--- src/design/base64_mime_line_encoder_defines.svh ---
// Assertion macros used by b64ml_back of the base64 MIME line encoder RTL.
// No dependencies; expects clk and arst_n in the including module.
`ifndef BASE64_MIME_LINE_ENCODER_DEFINES_SVH
`define BASE64_MIME_LINE_ENCODER_DEFINES_SVH

// Same-cycle implication, checked outside reset
`define B64ML_ASSERT_NOW(lbl, ante, cons, msg) \
	lbl: assert property (@(posedge clk) disable iff (!arst_n) (ante) |-> (cons)) \
		else $error(msg);

// Next-cycle implication, checked outside reset
`define B64ML_ASSERT_NEXT(lbl, ante, cons, msg) \
	lbl: assert property (@(posedge clk) disable iff (!arst_n) (ante) |=> (cons)) \
		else $error(msg);

`endif

--- src/design/b64ml_pkg.sv ---
// Package for the base64 MIME line encoder: item types, group entry type,
// character constants and the base64 alphabet function. No dependencies.
package b64ml_pkg;

	localparam int LINE_CHARS_DEF = 76;
	localparam int COL_W          = 7;
	localparam int QUEUE_DEPTH    = 4;

	localparam logic [7:0] CHAR_PAD = 8'h3D;
	localparam logic [7:0] CHAR_CR  = 8'h0D;
	localparam logic [7:0] CHAR_LF  = 8'h0A;

	typedef struct packed {
		logic [7:0] in_byte;
		logic       final_byte;
	} in_item_t;

	typedef struct packed {
		logic [7:0] out_char;
		logic       out_last;
	} out_item_t;

	// One finished group as handed from front to back
	typedef struct packed {
		logic [23:0] word;
		logic [1:0]  taken;
		logic        crlf;
		logic        fin;
	} grp_t;

	function automatic logic [7:0] b64_char(input logic [5:0] v);
		logic [7:0] v8;
		v8 = {2'b00, v};
		if (v < 6'd26)
			return 8'(8'd65 + v8);
		else if (v < 6'd52)
			return 8'(8'd97 + v8 - 8'd26);
		else if (v < 6'd62)
			return 8'(8'd48 + v8 - 8'd52);
		else if (v == 6'd62)
			return 8'h2B;
		else
			return 8'h2F;
	endfunction

endpackage

--- src/design/b64ml_front.sv ---
// Front of the base64 MIME line encoder: gathers bytes into groups and
// tracks the line column. Depends on b64ml_pkg.
module b64ml_front #(
	parameter int LINE_CHARS = b64ml_pkg::LINE_CHARS_DEF
) (
	input  logic                clk,
	input  logic                arst_n,
	input  logic                byte_valid,
	output logic                byte_stall,
	input  b64ml_pkg::in_item_t byte_data,
	output logic                push,
	output b64ml_pkg::grp_t     push_grp,
	input  logic                queue_full
);

	logic [15:0]                  held_q;
	logic [1:0]                   pos_q;
	logic [b64ml_pkg::COL_W-1:0]  col_q;
	logic [b64ml_pkg::COL_W-1:0]  col_next;
	logic [1:0]                   pos;
	logic                         accept;
	logic                         close;
	logic                         crlf;

	assign byte_stall = queue_full;
	assign accept     = byte_valid && !queue_full;
	assign pos        = (pos_q == 2'd3) ? 2'd0 : pos_q;
	assign close      = byte_data.final_byte || (pos == 2'd2);
	assign col_next   = b64ml_pkg::COL_W'(col_q + b64ml_pkg::COL_W'(4));
	assign crlf       = col_next >= b64ml_pkg::COL_W'(LINE_CHARS);
	assign push       = accept && close;

	always_comb begin
		push_grp       = '0;
		push_grp.taken = 2'(pos + 2'd1);
		push_grp.crlf  = crlf;
		push_grp.fin   = byte_data.final_byte;
		unique case (pos)
			2'd0:    push_grp.word = {byte_data.in_byte, 16'h0000};
			2'd1:    push_grp.word = {held_q[15:8], byte_data.in_byte, 8'h00};
			default: push_grp.word = {held_q, byte_data.in_byte};
		endcase
	end

	always_ff @(posedge clk or negedge arst_n) begin
		if (!arst_n) begin
			held_q <= '0;
			pos_q  <= '0;
			col_q  <= '0;
		end else if (accept) begin
			if (close) begin
				held_q <= '0;
				pos_q  <= '0;
				col_q  <= (crlf || byte_data.final_byte) ? '0 : col_next;
			end else begin
				if (pos == 2'd0)
					held_q <= {byte_data.in_byte, 8'h00};
				else
					held_q <= {held_q[15:8], byte_data.in_byte};
				pos_q <= 2'(pos + 2'd1);
			end
		end
	end

endmodule

--- src/design/b64ml_queue.sv ---
// Short queue of finished groups between front and back of the encoder.
// Depends on b64ml_pkg.
module b64ml_queue (
	input  logic            clk,
	input  logic            arst_n,
	input  logic            push,
	input  b64ml_pkg::grp_t push_grp,
	output logic            full,
	input  logic            pop,
	output logic            head_valid,
	output b64ml_pkg::grp_t head_grp
);

	localparam int DEPTH = b64ml_pkg::QUEUE_DEPTH;
	localparam int PTR_W = $clog2(DEPTH);
	localparam int CNT_W = $clog2(DEPTH + 1);

	b64ml_pkg::grp_t   ent_q [DEPTH];
	logic [PTR_W-1:0]  wr_ptr_q;
	logic [PTR_W-1:0]  rd_ptr_q;
	logic [CNT_W-1:0]  count_q;
	logic              do_push;
	logic              do_pop;

	assign full       = count_q == CNT_W'(DEPTH);
	assign head_valid = count_q != '0;
	assign head_grp   = ent_q[rd_ptr_q];
	assign do_push    = push && !full;
	assign do_pop     = pop && head_valid;

	always_ff @(posedge clk) begin
		if (do_push)
			ent_q[wr_ptr_q] <= push_grp;
	end

	always_ff @(posedge clk or negedge arst_n) begin
		if (!arst_n) begin
			wr_ptr_q <= '0;
			rd_ptr_q <= '0;
			count_q  <= '0;
		end else begin
			if (do_push)
				wr_ptr_q <= PTR_W'(wr_ptr_q + 1'b1);
			if (do_pop)
				rd_ptr_q <= PTR_W'(rd_ptr_q + 1'b1);
			if (do_push && !do_pop)
				count_q <= CNT_W'(count_q + 1'b1);
			else if (do_pop && !do_push)
				count_q <= CNT_W'(count_q - 1'b1);
		end
	end

endmodule

--- src/design/b64ml_back.sv ---
// Back of the base64 MIME line encoder: turns one queued group into four
// characters plus optional CR LF, one per unstalled cycle; needs b64ml_pkg.
`include "base64_mime_line_encoder_defines.svh"

module b64ml_back (
	input  logic                 clk,
	input  logic                 arst_n,
	input  logic                 head_valid,
	input  b64ml_pkg::grp_t      head_grp,
	output logic                 pop,
	output logic                 char_valid,
	input  logic                 char_stall,
	output b64ml_pkg::out_item_t char_data
);

	localparam logic [2:0] SLOT_DATA_LAST = 3'd3;
	localparam logic [2:0] SLOT_CR        = 3'd4;
	localparam logic [2:0] SLOT_LF        = 3'd5;

	logic [2:0]           slot_q;
	logic [2:0]           last_slot;
	logic                 load;
	logic                 at_last;
	logic [5:0]           sextet;
	logic [7:0]           ch;
	logic                 valid_q;
	b64ml_pkg::out_item_t out_q;

	assign load      = head_valid && (!valid_q || !char_stall);
	assign last_slot = head_grp.crlf ? SLOT_LF : SLOT_DATA_LAST;
	assign at_last   = slot_q == last_slot;
	assign pop       = load && at_last;

	always_comb begin
		sextet = '0;
		ch     = b64ml_pkg::CHAR_CR;
		unique case (slot_q)
			3'd0:    sextet = head_grp.word[23:18];
			3'd1:    sextet = head_grp.word[17:12];
			3'd2:    sextet = head_grp.word[11:6];
			3'd3:    sextet = head_grp.word[5:0];
			default: sextet = '0;
		endcase
		if (slot_q == SLOT_CR)
			ch = b64ml_pkg::CHAR_CR;
		else if (slot_q == SLOT_LF)
			ch = b64ml_pkg::CHAR_LF;
		else if (slot_q[1:0] > head_grp.taken)
			ch = b64ml_pkg::CHAR_PAD;
		else
			ch = b64ml_pkg::b64_char(sextet);
	end

	always_ff @(posedge clk or negedge arst_n) begin
		if (!arst_n) begin
			slot_q  <= '0;
			valid_q <= 1'b0;
		end else if (load) begin
			valid_q <= 1'b1;
			slot_q  <= at_last ? 3'd0 : 3'(slot_q + 3'd1);
		end else if (!char_stall) begin
			valid_q <= 1'b0;
		end
	end

	always_ff @(posedge clk) begin
		if (load) begin
			out_q.out_char <= ch;
			out_q.out_last <= head_grp.fin && at_last;
		end
	end

	assign char_valid = valid_q;
	assign char_data  = out_q;

	`B64ML_ASSERT_NOW(a_slot_range, 1'b1, slot_q <= SLOT_LF, "slot counter out of range")
	`B64ML_ASSERT_NOW(a_mid_group_head, slot_q != 3'd0, head_valid, "group lost mid-emission")
	`B64ML_ASSERT_NOW(a_pop_at_last, pop, load && slot_q == last_slot, "pop off the last slot")
	`B64ML_ASSERT_NEXT(a_last_from_fin, load && head_grp.fin && at_last,
		char_valid && char_data.out_last, "final character not marked")

endmodule

--- src/design/base64_mime_line_encoder.sv ---
// Base64 MIME encoder: bytes in, base64 characters out, CR LF after each
// LINE_CHARS-wide line, after the final group only if it ends a line; a
// group passes a 4-entry queue and the back's output register. The back
// emits one character per unstalled cycle (4 or 6 per group); the front
// takes one byte per cycle until the queue fills. arst_n clears all control.
module base64_mime_line_encoder #(
	parameter int LINE_CHARS = b64ml_pkg::LINE_CHARS_DEF
) (
	input  logic                 clk,
	input  logic                 arst_n,
	input  logic                 byte_valid,
	output logic                 byte_stall,
	input  b64ml_pkg::in_item_t  byte_data,
	output logic                 char_valid,
	input  logic                 char_stall,
	output b64ml_pkg::out_item_t char_data
);

	logic            push;
	b64ml_pkg::grp_t push_grp;
	logic            queue_full;
	logic            pop;
	logic            head_valid;
	b64ml_pkg::grp_t head_grp;

	b64ml_front #(
		.LINE_CHARS(LINE_CHARS)
	) u_front (
		.clk        (clk),
		.arst_n     (arst_n),
		.byte_valid (byte_valid),
		.byte_stall (byte_stall),
		.byte_data  (byte_data),
		.push       (push),
		.push_grp   (push_grp),
		.queue_full (queue_full)
	);

	b64ml_queue u_queue (
		.clk        (clk),
		.arst_n     (arst_n),
		.push       (push),
		.push_grp   (push_grp),
		.full       (queue_full),
		.pop        (pop),
		.head_valid (head_valid),
		.head_grp   (head_grp)
	);

	b64ml_back u_back (
		.clk        (clk),
		.arst_n     (arst_n),
		.head_valid (head_valid),
		.head_grp   (head_grp),
		.pop        (pop),
		.char_valid (char_valid),
		.char_stall (char_stall),
		.char_data  (char_data)
	);

endmodule

--- config.mk ---
export PLATFORM = sky130hd
export DESIGN_NAME = base64_mime_line_encoder
export DESIGN_NICKNAME = d
export VERILOG_FILES = /design/src/design/b64ml_pkg.sv /design/src/design/b64ml_front.sv /design/src/design/b64ml_queue.sv /design/src/design/b64ml_back.sv /design/src/design/base64_mime_line_encoder.sv
export VERILOG_INCLUDE_DIRS = /design/src /design/src/design
export SDC_FILE = /design/constraint.sdc
export NUM_CORES = 1
export LEC_CHECK = 0
export CAP_MARGIN = 20
export CORE_MARGIN = 5
export CORE_UTILIZATION = 35
export DETAILED_ROUTE_END_ITERATION = 7
export DONT_BUFFER_PORTS = 1
export SETUP_SLACK_MARGIN = 0.1
export SKIP_CTS_REPAIR_TIMING = 1
export SLEW_MARGIN = 20
export SYNTH_ARGS = -nofsm -noshare
export SYNTH_HDL_FRONTEND = slang
export SYNTH_SLANG_ARGS = --single-unit
--- constraint.sdc ---
create_clock -name clk -period 4.2 [get_ports clk]
set_clock_uncertainty 0.05 [all_clocks]
set_input_delay 0.63 -clock clk [delete_from_list [all_inputs] [get_ports clk]]
set_output_delay 0.63 -clock clk [all_outputs]
set_load 0.005 [all_outputs]
==> metrics.md, run 1 <==
| Metric | Value |
|---|---|
| Status | complete, no violations |
| Yosys reg bits | 155 |
| Unrepaired setup endpoints after global routing | false |
| Fmax | 271 MHz |
| Syn_area_per_cell | 13.2 um2 |
| Prevailing post-synth register cell | edfxtp_1 |
| Clk Latency, worst-skew pair | 0.41 ns |
| Dpl ws | 0.572 ns |
| Post-route antenna net violation count | 0 |
| Ant diodes | 0 |
| Leak | 3.05 nW |
| Final count of hold timing violations | 0 |
| Port Buffers | 0 |
| Area of the mapped netlist | 7310 um2 |
| Power Density | 833 nW/um2 |
| P_int | 0.00422 W |
| Setup tns final | 0 ns |
| Initial cell density of the core | 0.358 |
| Clock power frac | 0.215 |
| Critical Path Fanout Max | 14 |
| Crit-path slowest cell | dfrtp_1 |
| Clock buffer count from CTS | 17 |
| Die Y | 155 um |
| IO Count | 24 |
| Final min period | 3.69 ns |
| Initial antenna violation count | 0 |
| Fraction of registers with async set/reset | 0.219 |
| Crit start category | flip-flop |
| Reg2reg start | u_queue.rd_ptr_q[0] |
| CTS max path bufs | 2 |
| DR iter-0 viols | 311 |
| Max_cap viols | 0 |
| Worst vdd ir | 0.343 mV |
| Post-Synthesis Cells | 552 |
| Clk Tree Root Cell | clkbuf_16 |
| Syn nets | 592 |
| Final Slew Violations | 0 |
| All-Layer GR Usage | 0.131 |
| Setup Crit Path Kind | reg -> reg |
| CP Capture Point | u_back.char_data[3] |
| Layout cells sized above 1 | 0.136 |
| Number of global-route vias before repair | 4,431 |
| First-pass GRT wire length | 24.4 mm |
| Sw power | 0.00263 W |
| DR WL/cell | 17.8 um |
| Maximum number of pins on one net before global-route repair | 35 |
| CP startpoint | u_queue.rd_ptr_q[0] |
| CP cell instances | or3b_1, o22ai_1, nor3_1, nand2_1, ha_1, nor2b_1, buf_4, nor2_1, a311oi_1, a2111oi_0, o211ai_1 |
| Tightest Pin Transition | 0.927 ns |
| Multi-input logic area | 2590 um2 |
| Die Wd | 155 um |
| Die area | 23,900 um2 |
| FILL cells | 1,923 |
| DRT Pass-1 Iters | 5 |
| Tcrit/Tclk final | 0.878 |
| FP Rows | 52 |
| Placed wire-length estimate | 10.8 mm |
| Sequential fraction of the synthesis area | 0.614 |
| Setup violators final | 0 |
| Total Wirelength | 15.1 mm |
| CTS clock-pin slew for the worst setup and hold paths | 0.06 ns |
| Grt ovf | 0 |
| TritonCTS clock tree | built |
| Critical Path RT | 4.29 ns |
| CP bufs+invs | 1 |
| Crit-path leading delay family | simple AND/OR/NAND/NOR gates |
| Synth warn | 0 |
| Seq pwr share | 0.356 |
| Reg2reg end | u_back.char_data[3] |
| H-tree depth | 4 |
| Total area of sequential cells | 4490 um2 |
| Max stage delay on crit path | 0.78 ns |
| Final Worst Setup Slack | 0.511 ns |
| Number of synthesized flops with an enable pin | 121 |
| Area growth from synthesis to layout | 12.7% |
| WP data arrival | 3.78 ns |
| Worst rel slew slack | 0.377 |
| Combinational fraction of design power | 0.429 |
| CTS sink cnt | 155 |
| Nets | 606 |
| Synth cell types | 70 |
| Worst R2R Path Depth | 11 |
| Endpoint class of the critical path | flip-flop |
| WHS Path Cells | 0 |
| Reg-to-reg slack, setup | 0.51 ns |
| Post-route DRC | 0 |
| Global placer's final weighted congestion | 0.853 |
| Hold/Removal Path Class | in -> reg |
| Vias post-DR | 4,365 |
| Avg Vias per Cell | 5.14 |
| Net Sw Frac | 0.384 |
| Core Region | 20,400 um2 |
| Levels on crit path | 11 |
## worst reg2reg max path, stage by stage (launching register included)
cell	delay, ns
dfrtp_1	0.78
or3b_1	0.38
o22ai_1	0.15
nor3_1	0.42
nand2_1	0.24
ha_1	0.32
nor2b_1	0.16
buf_4	0.17
nor2_1	0.14
a311oi_1	0.07
a2111oi_0	0.44
o211ai_1	0.13
## power groups by stage
stage	Combinational, W	Sequential, W	Clock (W)
after floorplan	0.00227	0.00234	0
after global placement	0.00292	0.00246	0
after detailed placement	0.00292	0.00248	0
after CTS	0.00294	0.00245	0.00151
after global routing	0.00326	0.00249	0.00157
final	0.00294	0.00244	0.00147
## routing by layer
layer  track usage  vias up  routed length [um]
li1              -     2088                   -
met1         0.175     2151                6980
met2         0.209      106                7260
met3        0.0358       20                 646
met4        0.0437        0                 254
met5             0        -                   0
## logic make-up after synthesis
kind of cell / synth area share
adder cells (fa/ha/maj): 0.0473
AND/OR/NAND/NOR: 0.108
XOR/XNOR: 0.0120
flip-flops: 0.614
AO/OA/AOI/OAI: 0.101
multiplexers: 0.0859
buffers and inverters: 0.0315
## cells in the mapped netlist (all sizes together) (10+ instances only)
cell,number,area [um2]
nand2,77,292
clkbuf,13,50.0
edfxtp,121,3630
and2,15,93.8
mux4,10,225
a21oi,11,58.8
buf,10,87.6
dfrtp,34,851
o22ai,21,131
mux2i,38,380
inv,23,88.8
o21ai,38,205
ha,26,325
nor2,14,68.8
## through the flow
stage	hold slack [ns]	instance area, um2	util	total power (W)	cells
2_1_floorplan	0.284	7310	-	0.00461	552
3_3_place_gp	0.285	7630	0.373	0.00538	815
3_5_place_dp	0.285	7630	0.373	0.00540	815
4_1_cts	-0.168	8200	0.402	0.00689	847
5_1_grt	0.230	8230	0.403	0.00732	849
6_report	0.263	8230	0.403	0.00686	849
## flip-flops by register name (all words and copies together), names as in the netlist
register / flops
u_queue.ent_q: 112
u_front.held_q: 16
u_back.char_data: 9
u_front.col_q: 5
u_back.slot_q: 3
u_queue.count_q: 3
u_front.pos_q: 2
u_queue.rd_ptr_q: 2
u_queue.wr_ptr_q: 2
u_back.char_valid: 1
## cell usage in the layout (no fill, tap or decap), drive strengths merged, types with 4 or more instances in the layout
master,synthesis,routed
or2,7,7
inv,23,27
o211ai,4,4
nor3,8,8
o21ai,38,38
nor2,14,14
nand3,7,7
clkbuf,13,19
a22o,8,8
mux2i,38,38
a21oi,11,11
and2,15,15
a311oi,4,4
mux4,10,10
buf,10,17
nand2,77,77
dfrtp,34,34
clkinv,1,6
ha,26,26
edfxtp,121,121
and3,4,4
xor2,4,4
xnor2,6,6
o22ai,21,21
## area by class of cell
| type | count | share of cell area |
|---|---|---|
| Clock buffer | 19 | 0.0526 |
| Clock inverter | 13 | 0.0172 |
| Inverter | 24 | 0.0112 |
| Multi-Input combinational cell | 350 | 0.315 |
| Sequential cell | 155 | 0.545 |
| Tap cell | 270 | 0.0410 |
| Timing Repair Buffer | 18 | 0.0182 |
## worst min path at each step
stage / slack [ns] / end / from
2_1_floorplan: 0.28 / u_back.char_valid / arst_n
3_3_place_gp: 0.29 / u_back.slot_q[0] / arst_n
3_5_place_dp: 0.29 / u_back.slot_q[0] / arst_n
4_1_cts: -0.17 / u_back.char_valid / arst_n
5_1_grt: 0.23 / u_queue.ent_q[3][0] / byte_data[0]
6_report: 0.26 / u_queue.ent_q[3][0] / byte_data[0]
Note: power is estimated with default switching activity, not from simulation.
==> run 2, diff against run 1 <==
--- a/config.mk
+++ b/config.mk
@@ -9,8 +9,11 @@
 export CAP_MARGIN = 20
 export CORE_MARGIN = 5
 export CORE_UTILIZATION = 35
+export CTS_CLUSTER_SIZE = 10
 export DETAILED_ROUTE_END_ITERATION = 7
 export DONT_BUFFER_PORTS = 1
+export GPL_TIMING_DRIVEN = 0
+export REMOVE_ABC_BUFFERS = 1
 export SETUP_SLACK_MARGIN = 0.1
 export SKIP_CTS_REPAIR_TIMING = 1
 export SLEW_MARGIN = 20
==> run 2 against run 1 <==
Via count is 2.7% lower. Non-clock buffer count is 8 lower. Clock power is 6% lower. Design area is 0.36% higher. First-iteration DRC count is 16% lower. Flip-flop and latch count stayed put. Count of clock-buffer cells in the layout is 1 higher. Core utilization is 0.15 points higher. Hold slack worse by 0.0054 ns. Sequential power hardly changed.
==> metrics.md, run 2 (synthesis results as in run 1) <==
| Metric | Value |
|---|---|
| Number of global-route vias before repair | 4,377 |
| Final count of hold timing violations | 0 |
| Endpoint class of the critical path | flip-flop |
| Nets | 598 |
| Total Wirelength | 14.9 mm |
| Placed wire-length estimate | 10.8 mm |
| Largest Register | u_queue.ent_q |
| Fmax | 252 MHz |
| Worst rel slew slack | 0.374 |
| All-Layer GR Usage | 0.130 |
| WHS Path Cells | 0 |
| Setup Crit Path Kind | reg -> reg |
| Reg2reg end | u_back.char_data[3] |
| Hold/Removal Path Class | in -> reg |
| Clk Tree Root Cell | clkbuf_16 |
| Crit start category | flip-flop |
| Worst vdd ir | 0.343 mV |
| First-pass GRT wire length | 24.0 mm |
| Tcrit/Tclk final | 0.943 |
| Dpl ws | -0.0202 ns |
| Reg-to-reg slack, setup | 0.24 ns |
| Worst R2R Path Depth | 12 |
| Vias post-DR | 4,249 |
| Port Buffers | 0 |
| CTS max path bufs | 2 |
| TritonCTS clock tree | built |
| Area growth from synthesis to layout | 13.1% |
| Power Density | 819 nW/um2 |
| Post-route DRC | 0 |
| Cell Count Post-Placement | 804 |
| Fin Hold WS | 0.258 ns |
| Setup violators final | 0 |
| DRT Pass-1 Iters | 4 |
| DR iter-0 viols | 261 |
| Clk Latency, worst-skew pair | 0.42 ns |
| Reg2reg start | u_back.slot_q[0] |
| Hold path start | byte_data[0] |
| Die Wd | 155 um |
| Die area | 23,900 um2 |
| Final Slew Violations | 0 |
| Critical Path Fanout Max | 10 |
| Initial cell density of the core | 0.358 |
| Critical Path RT | 4.41 ns |
| Clock buffer count from CTS | 17 |
| Post-route antenna net violation count | 0 |
| Final min period | 3.96 ns |
| DR WL/cell | 17.7 um |
| FP Rows | 52 |
| CTS clock-pin slew for the worst setup and hold paths | 0.06 ns |
| Status | complete, no violations |
| Unrepaired setup endpoints after global routing | false |
| Most frequent cells in the layout | edfxtp_1, nand2_1, mux2i_1 |
| Cell Area, Placed | 7660 um2 |
| Maximum number of pins on one net before global-route repair | 47 |
| Grt ovf | 0 |
| IO Count | 24 |
| Final Worst Setup Slack | 0.237 ns |
| Initial antenna violation count | 0 |
| Leak | 3.03 nW |
| H-tree depth | 4 |
| Die Y | 155 um |
| Design area | 8260 um2 |
| Total area of sequential cells | 4490 um2 |
| Commonest non-fill, non-tap cell in the layout | edfxtp_1 |
| Max reg flops | 112 |
| Final non-filler cell total | 841 |
| Core Region | 20,400 um2 |
| Layout cells sized above 1 | 0.138 |
| Tightest Pin Transition | 0.932 ns |
| Global placer's final weighted congestion | 0.877 |
| Max_cap viols | 0 |
| Multi-input logic area | 2620 um2 |
| Hold endpoint | u_queue.ent_q[0][0] |
| CTS sink cnt | 155 |
| Avg Vias per Cell | 5.05 |
| WP data arrival | 4.17 ns |
| FILL cells | 1,902 |
| Ant diodes | 0 |
-- run 2: per-layer routing --
| layer | track usage | part of all wire | up-vias |
|---|---|---|---|
| li1 | - | - | 2071 |
| met1 | 0.153 | 0.42 | 2073 |
| met2 | 0.231 | 0.52 | 89 |
| met3 | 0.0265 | 0.038 | 16 |
| met4 | 0.0500 | 0.016 | 0 |
| met5 | 0 | 0 | - |
-- run 2: report_power, final --
group          internal [W]  switching (W)  total, W
clock              0.000808       0.000575   0.00138
sequential          0.00220       0.000215   0.00241
combinational       0.00117        0.00180   0.00297
-- run 2: worst max path at each step --
stage	endpoint	depth (start not counted)	startpoint
floorplan	u_back.char_data[3]	10	u_queue.rd_ptr_q[1]
global placement	u_back.char_data[3]	10	u_queue.rd_ptr_q[1]
detailed placement	u_back.char_data[3]	10	u_queue.rd_ptr_q[0]
CTS	u_back.char_data[3]	10	u_queue.rd_ptr_q[0]
global route	u_back.char_data[3]	12	u_back.slot_q[0]
finish	u_back.char_data[3]	12	u_back.slot_q[0]
-- run 2: layout make-up --
| class | count | share of cell area |
|---|---|---|
| Clock buffer | 20 | 0.0528 |
| Tap cell | 270 | 0.0409 |
| Multi-Input combinational cell | 350 | 0.317 |
| Inverter | 24 | 0.0112 |
| Sequential cell | 155 | 0.543 |
| Clock inverter | 12 | 0.0118 |
| Timing Repair Buffer | 10 | 0.0230 |
-- run 2: stage by stage --
| stage | power [W] | TNS (ns) | util |
|---|---|---|---|
| global placement | 0.00519 | -5.82 | 0.368 |
| global route | 0.00721 | 0 | 0.405 |
| CTS | 0.00674 | -0.0218 | 0.401 |
| finish | 0.00677 | 0 | 0.405 |
| floorplan | 0.00452 | 0 | - |
| detailed placement | 0.00535 | -0.0202 | 0.375 |
-- run 2: critical path, cell delays in order, from the launching register on --
cell	delay (ns)
dfrtp_1	0.43
inv_1	0.18
ha_1	0.31
or3b_1	0.52
or2_2	0.34
and4_4	0.20
inv_2	0.17
ha_1	0.25
nand2_1	0.10
and3_1	0.27
a2111oi_0	0.58
a2111oi_0	0.18
o211ai_1	0.21
